### config.mk
export PLATFORM = sky130hd
export DESIGN_NAME = drsd_fifo
export DESIGN_NICKNAME = d
export VERILOG_FILES = /design/src/rtl/drsd_fifo.sv
export SDC_FILE = /design/constraint.sdc
export NUM_CORES = 1
export LEC_CHECK = 0
export ABC_AREA = 1
export BUFFER_PORTS_ARGS = -buffer_cell sky130_fd_sc_hd__buf_2
export CAP_MARGIN = 10
export CELL_PAD_IN_SITES_DETAIL_PLACEMENT = 0
export CELL_PAD_IN_SITES_GLOBAL_PLACEMENT = 2
export CORE_ASPECT_RATIO = 2
export CORE_UTILIZATION = 30
export DETAILED_ROUTE_END_ITERATION = 10
export PLACE_DENSITY_LB_ADDON = 0.1
export REMOVE_ABC_BUFFERS = 1
export SETUP_SLACK_MARGIN = 0.15
export SLEW_MARGIN = 0
export SYNTH_ARGS = -nofsm -noshare
export SYNTH_HDL_FRONTEND = slang
export SYNTH_SLANG_ARGS = --single-unit
### constraint.sdc
create_clock -name clk_i -period 1.9 [get_ports clk_i]
set_input_delay 0.285 -clock clk_i [delete_from_list [all_inputs] [get_ports clk_i]]
set_output_delay 0.285 -clock clk_i [all_outputs]
set_load 0.05 [all_outputs]
### src/rtl/drsd_fifo.sv
// drsd_fifo: small register queue used between the parts of the controller
// depends on nothing
`timescale 1ns / 1ps

module drsd_fifo #(
  parameter int WIDTH = 8,
  parameter int DEPTH = 2
) (
  input  logic                         clk_i,
  input  logic                         rst_ni,
  input  logic                         push_i,
  input  logic [WIDTH-1:0]             data_i,
  output logic                         full_o,
  input  logic                         pop_i,
  output logic [WIDTH-1:0]             data_o,
  output logic                         empty_o,
  output logic [$clog2(DEPTH+1)-1:0]   level_o
);

  localparam int PtrW = $clog2(DEPTH);
  localparam int LvlW = $clog2(DEPTH + 1);
  localparam logic [PtrW-1:0] PtrLast = PtrW'(DEPTH - 1);
  localparam logic [LvlW-1:0] LvlFull = LvlW'(DEPTH);

  logic [WIDTH-1:0] entry_q [DEPTH];
  logic [PtrW-1:0]  wr_ptr_q, wr_ptr_d;
  logic [PtrW-1:0]  rd_ptr_q, rd_ptr_d;
  logic [LvlW-1:0]  count_q, count_d;
  logic             do_push, do_pop;

  assign full_o  = (count_q == LvlFull);
  assign empty_o = (count_q == '0);
  assign level_o = count_q;
  assign data_o  = entry_q[rd_ptr_q];
  assign do_push = push_i && !full_o;
  assign do_pop  = pop_i && !empty_o;

  // pointer and fill count update
  always_comb begin
    wr_ptr_d = wr_ptr_q;
    rd_ptr_d = rd_ptr_q;
    count_d  = count_q;
    if (do_push) begin
      wr_ptr_d = (wr_ptr_q == PtrLast) ? '0 : wr_ptr_q + 1'b1;
    end
    if (do_pop) begin
      rd_ptr_d = (rd_ptr_q == PtrLast) ? '0 : rd_ptr_q + 1'b1;
    end
    if (do_push && !do_pop) begin
      count_d = count_q + 1'b1;
    end else if (do_pop && !do_push) begin
      count_d = count_q - 1'b1;
    end
  end

  always_ff @(posedge clk_i or negedge rst_ni) begin
    if (!rst_ni) begin
      wr_ptr_q <= '0;
      rd_ptr_q <= '0;
      count_q  <= '0;
    end else begin
      wr_ptr_q <= wr_ptr_d;
      rd_ptr_q <= rd_ptr_d;
      count_q  <= count_d;
    end
  end

  // payload storage
  always_ff @(posedge clk_i) begin
    if (do_push) begin
      entry_q[wr_ptr_q] <= data_i;
    end
  end

endmodule

==> qor.txt <==
run status: finished, final reports clean
Netlist Area Pre-Place: 810 sq um
final setup violating endpoints: 0
hold_sp: data_i[3]
hpwl dp: 1.18 mm
die area: 2920 sq um
minimum clock period: 1.61 ns
clk slew on worst S/H paths: 0.07 ns
Post-Synth Simple-Gate Area: 0.201
initial antenna violation count: 0
initial detailed-routing violation count: 13
FFs w/ async S/R, synth: 0.200
1st-pass router iterations: 4
max incr delay on CP: 0.53 ns
Synth cell types: 14
synth warn: 0
largest cells by area after synthesis: edfxtp_1, nand2_1, dfrtp_1
DR WL/cell: 11.9 microns
Adder-Cell Fraction of Synth Area: 0.0155
Final Max Tran Viols: 0
vias in the first global route: 575
n_diodes: 0
global route overflow: 0
CTS tree: done
Skew-Pair Late Insertion Delay: 0.25 ns
relative slew slack: 0.726
Util after Layout: 0.395
post-DR vias/cell: 4.38
core area: 2570 sq um
Rows: 26
clk sinks: 20
Final ANT Viol Nets: 0
Max H-tree Level: 1
largest family of logic cells by synthesized area: simple AND/OR/NAND/NOR gates
Mapped Cells: 73
RSZ-0062 raised after global routing: no
most instantiated library cell after synthesis: nand2_1
IO Count: 24
ys flop type: edfxtp_1
IO buf count: 23
Post-synth top cells: nand2_1, edfxtp_1, inv_1
pin count of the biggest net entering global routing: 11
Fin. Hold Viols: 0
final wirelength: 1.52 mm
max-cap viol count: 0
Initial Util: 0.315
maximum buffer depth of the clock tree: 2
crit path cell chain: inv_4 -> nand2_1 -> nand2_1 -> buf_2
synthesis-to-finish area growth: 25.5%
critical path capture point type: output port
top cell type's share of synthesized area: 0.594
layout cells sized above 1: 0.300
fillcell total: 268
EDFF count, synth: 16
CP Class: flop to output port
Final Net Count: 115
Fin Clk Skew: 0.00379 ns
CP max stage cell: dfrtp_1
die height: 75.5 microns
Worst Tran Pin Value: 0.411 ns
XOR/XNOR Fraction of Synth Area: 0.0108
Die W: 38.7 microns
final critical-path share of the clock period: 0.850
CTS Root Cell: clkbuf_8
fmax: 620 MHz
GPL Wtd Cong: 0.636
CP dominant cell by count: nand2_1
Worst Setup SP: rd_ptr_q$_DFFE_PN0P_
average size of a mapped cell: 11.1 sq um
drt drc: 0
first-pass GRT wire length: 2.50 mm
total CTS buffers: 3
Hold Path Class: input pin to flop
Compound-Gate Fraction of Synth Area: 0.0124
detailed-route via count: 560
FF-to-FF Start: level_o[0]$_DFFE_PN0P_
post-CTS setup buffers: 0
post-synthesis mux area share: 0
data required time of the worst path: 1.62 ns
Max FO, Critical Path: 10
Startpoint Class: flop
post-synthesis sequential area ratio: 0.717
GRT Overall Usage: 0.131
WP data arrival: 1.33 ns
Synth area leader: edfxtp_1
FF+latch count, synth: 20
-- metal layers --
metal  routed length (microns)  vias to the layer above  track usage
li1                          -                      291            -
met2                       885                       16        0.231
met1                       548                      251        0.129
met4                        24                        0       0.0920
met5                         0                        -            0
met3                        64                        2       0.0233
-- cells in the final DEF (no fill, tap or decap) --
master and instances:
buf_4 1, inv_1 7, nand4_1 1, nand3_1 1
nor2_2 2, dfrtp_1 4, inv_4 1, edfxtp_1 16
clkbuf_8 3, nand2_1 33, dlygate4sd3_1 1, o21ai_0 2
nand3b_1 1, ha_1 1, buf_2 23, xnor2_1 1
nor2_1 2
-- critical path: cells and delay by family (launching register included) --
family / cells / cell delay, ns
simple gates: 2 / 0.12
buf+inv: 2 / 0.42
flops: 1 / 0.53
-- stage by stage --
stage | cells | instance area, sq um | hold WS, ns | setup slack, ns | TNS (ns)
after global placement | 124 | 962 | 0.107 | 0.376 | 0
after global routing | 128 | 1020 | 0.212 | 0.173 | 0
after detailed placement | 124 | 962 | 0.104 | 0.407 | 0
after floorplan | 72 | 805 | -0.0106 | -0.110 | -0.126
final | 128 | 1020 | 0.224 | 0.286 | 0
after CTS | 128 | 1010 | 0.217 | 0.184 | 0
-- kinds of logic (layout without fill, tap and decap cells) --
| group | Yosys count | in the layout |
|---|---|---|
| AO/OA/AOI/OAI | 2 | 2 |
| AND/OR/NAND/NOR | 40 | 40 |
| adder cells (fa/ha/maj) | 1 | 1 |
| XOR/XNOR | 1 | 1 |
| flip-flops | 20 | 20 |
| buffers and inverters | 9 | 36 |
-- flip-flops by register name, summed over array words and instances, names as in the netlist --
signal / count
rd_ptr_q: 1
entry_q: 16
level_o: 2
wr_ptr_q: 1
-- path summary, 6_finish.rpt --
check | slack (ns) | depth (start not counted) | to
worst max-delay path | 0.29 | 4 | data_o[6]
worst min-delay path | 0.22 | 1 | entry_q[1][3]$_DFFE_PP_
worst max register to register | 0.44 | 6 | level_o[1]$_DFFE_PN0P_
worst min register to register | 0.48 | 2 | wr_ptr_q$_DFFE_PN0N_
max in group asynchronous | 1.40 | 2 | level_o[0]$_DFFE_PN0P_
min in group asynchronous | 0.37 | 2 | level_o[1]$_DFFE_PN0P_
-- timing repair --
item,in CTS,in global routing
hold buffers,1,0
gates resized for setup,0,1
hold endpoints to repair,4,0
endpoints found under the setup margin,0,6
-- cell type report --
| class | instances | area, sq um | area share |
|---|---|---|---|
| clock buffers | 3 | 41.3 | 0.0406 |
| inverters | 8 | 32.5 | 0.0320 |
| repair buffers | 25 | 133 | 0.131 |
| multi-input cells | 44 | 194 | 0.191 |
| flip-flops and latches | 20 | 581 | 0.571 |
| well taps | 28 | 35.0 | 0.0345 |
Power is not shown: default switching activity piles up to over one toggle a cycle in this logic, so the estimate is an artifact.
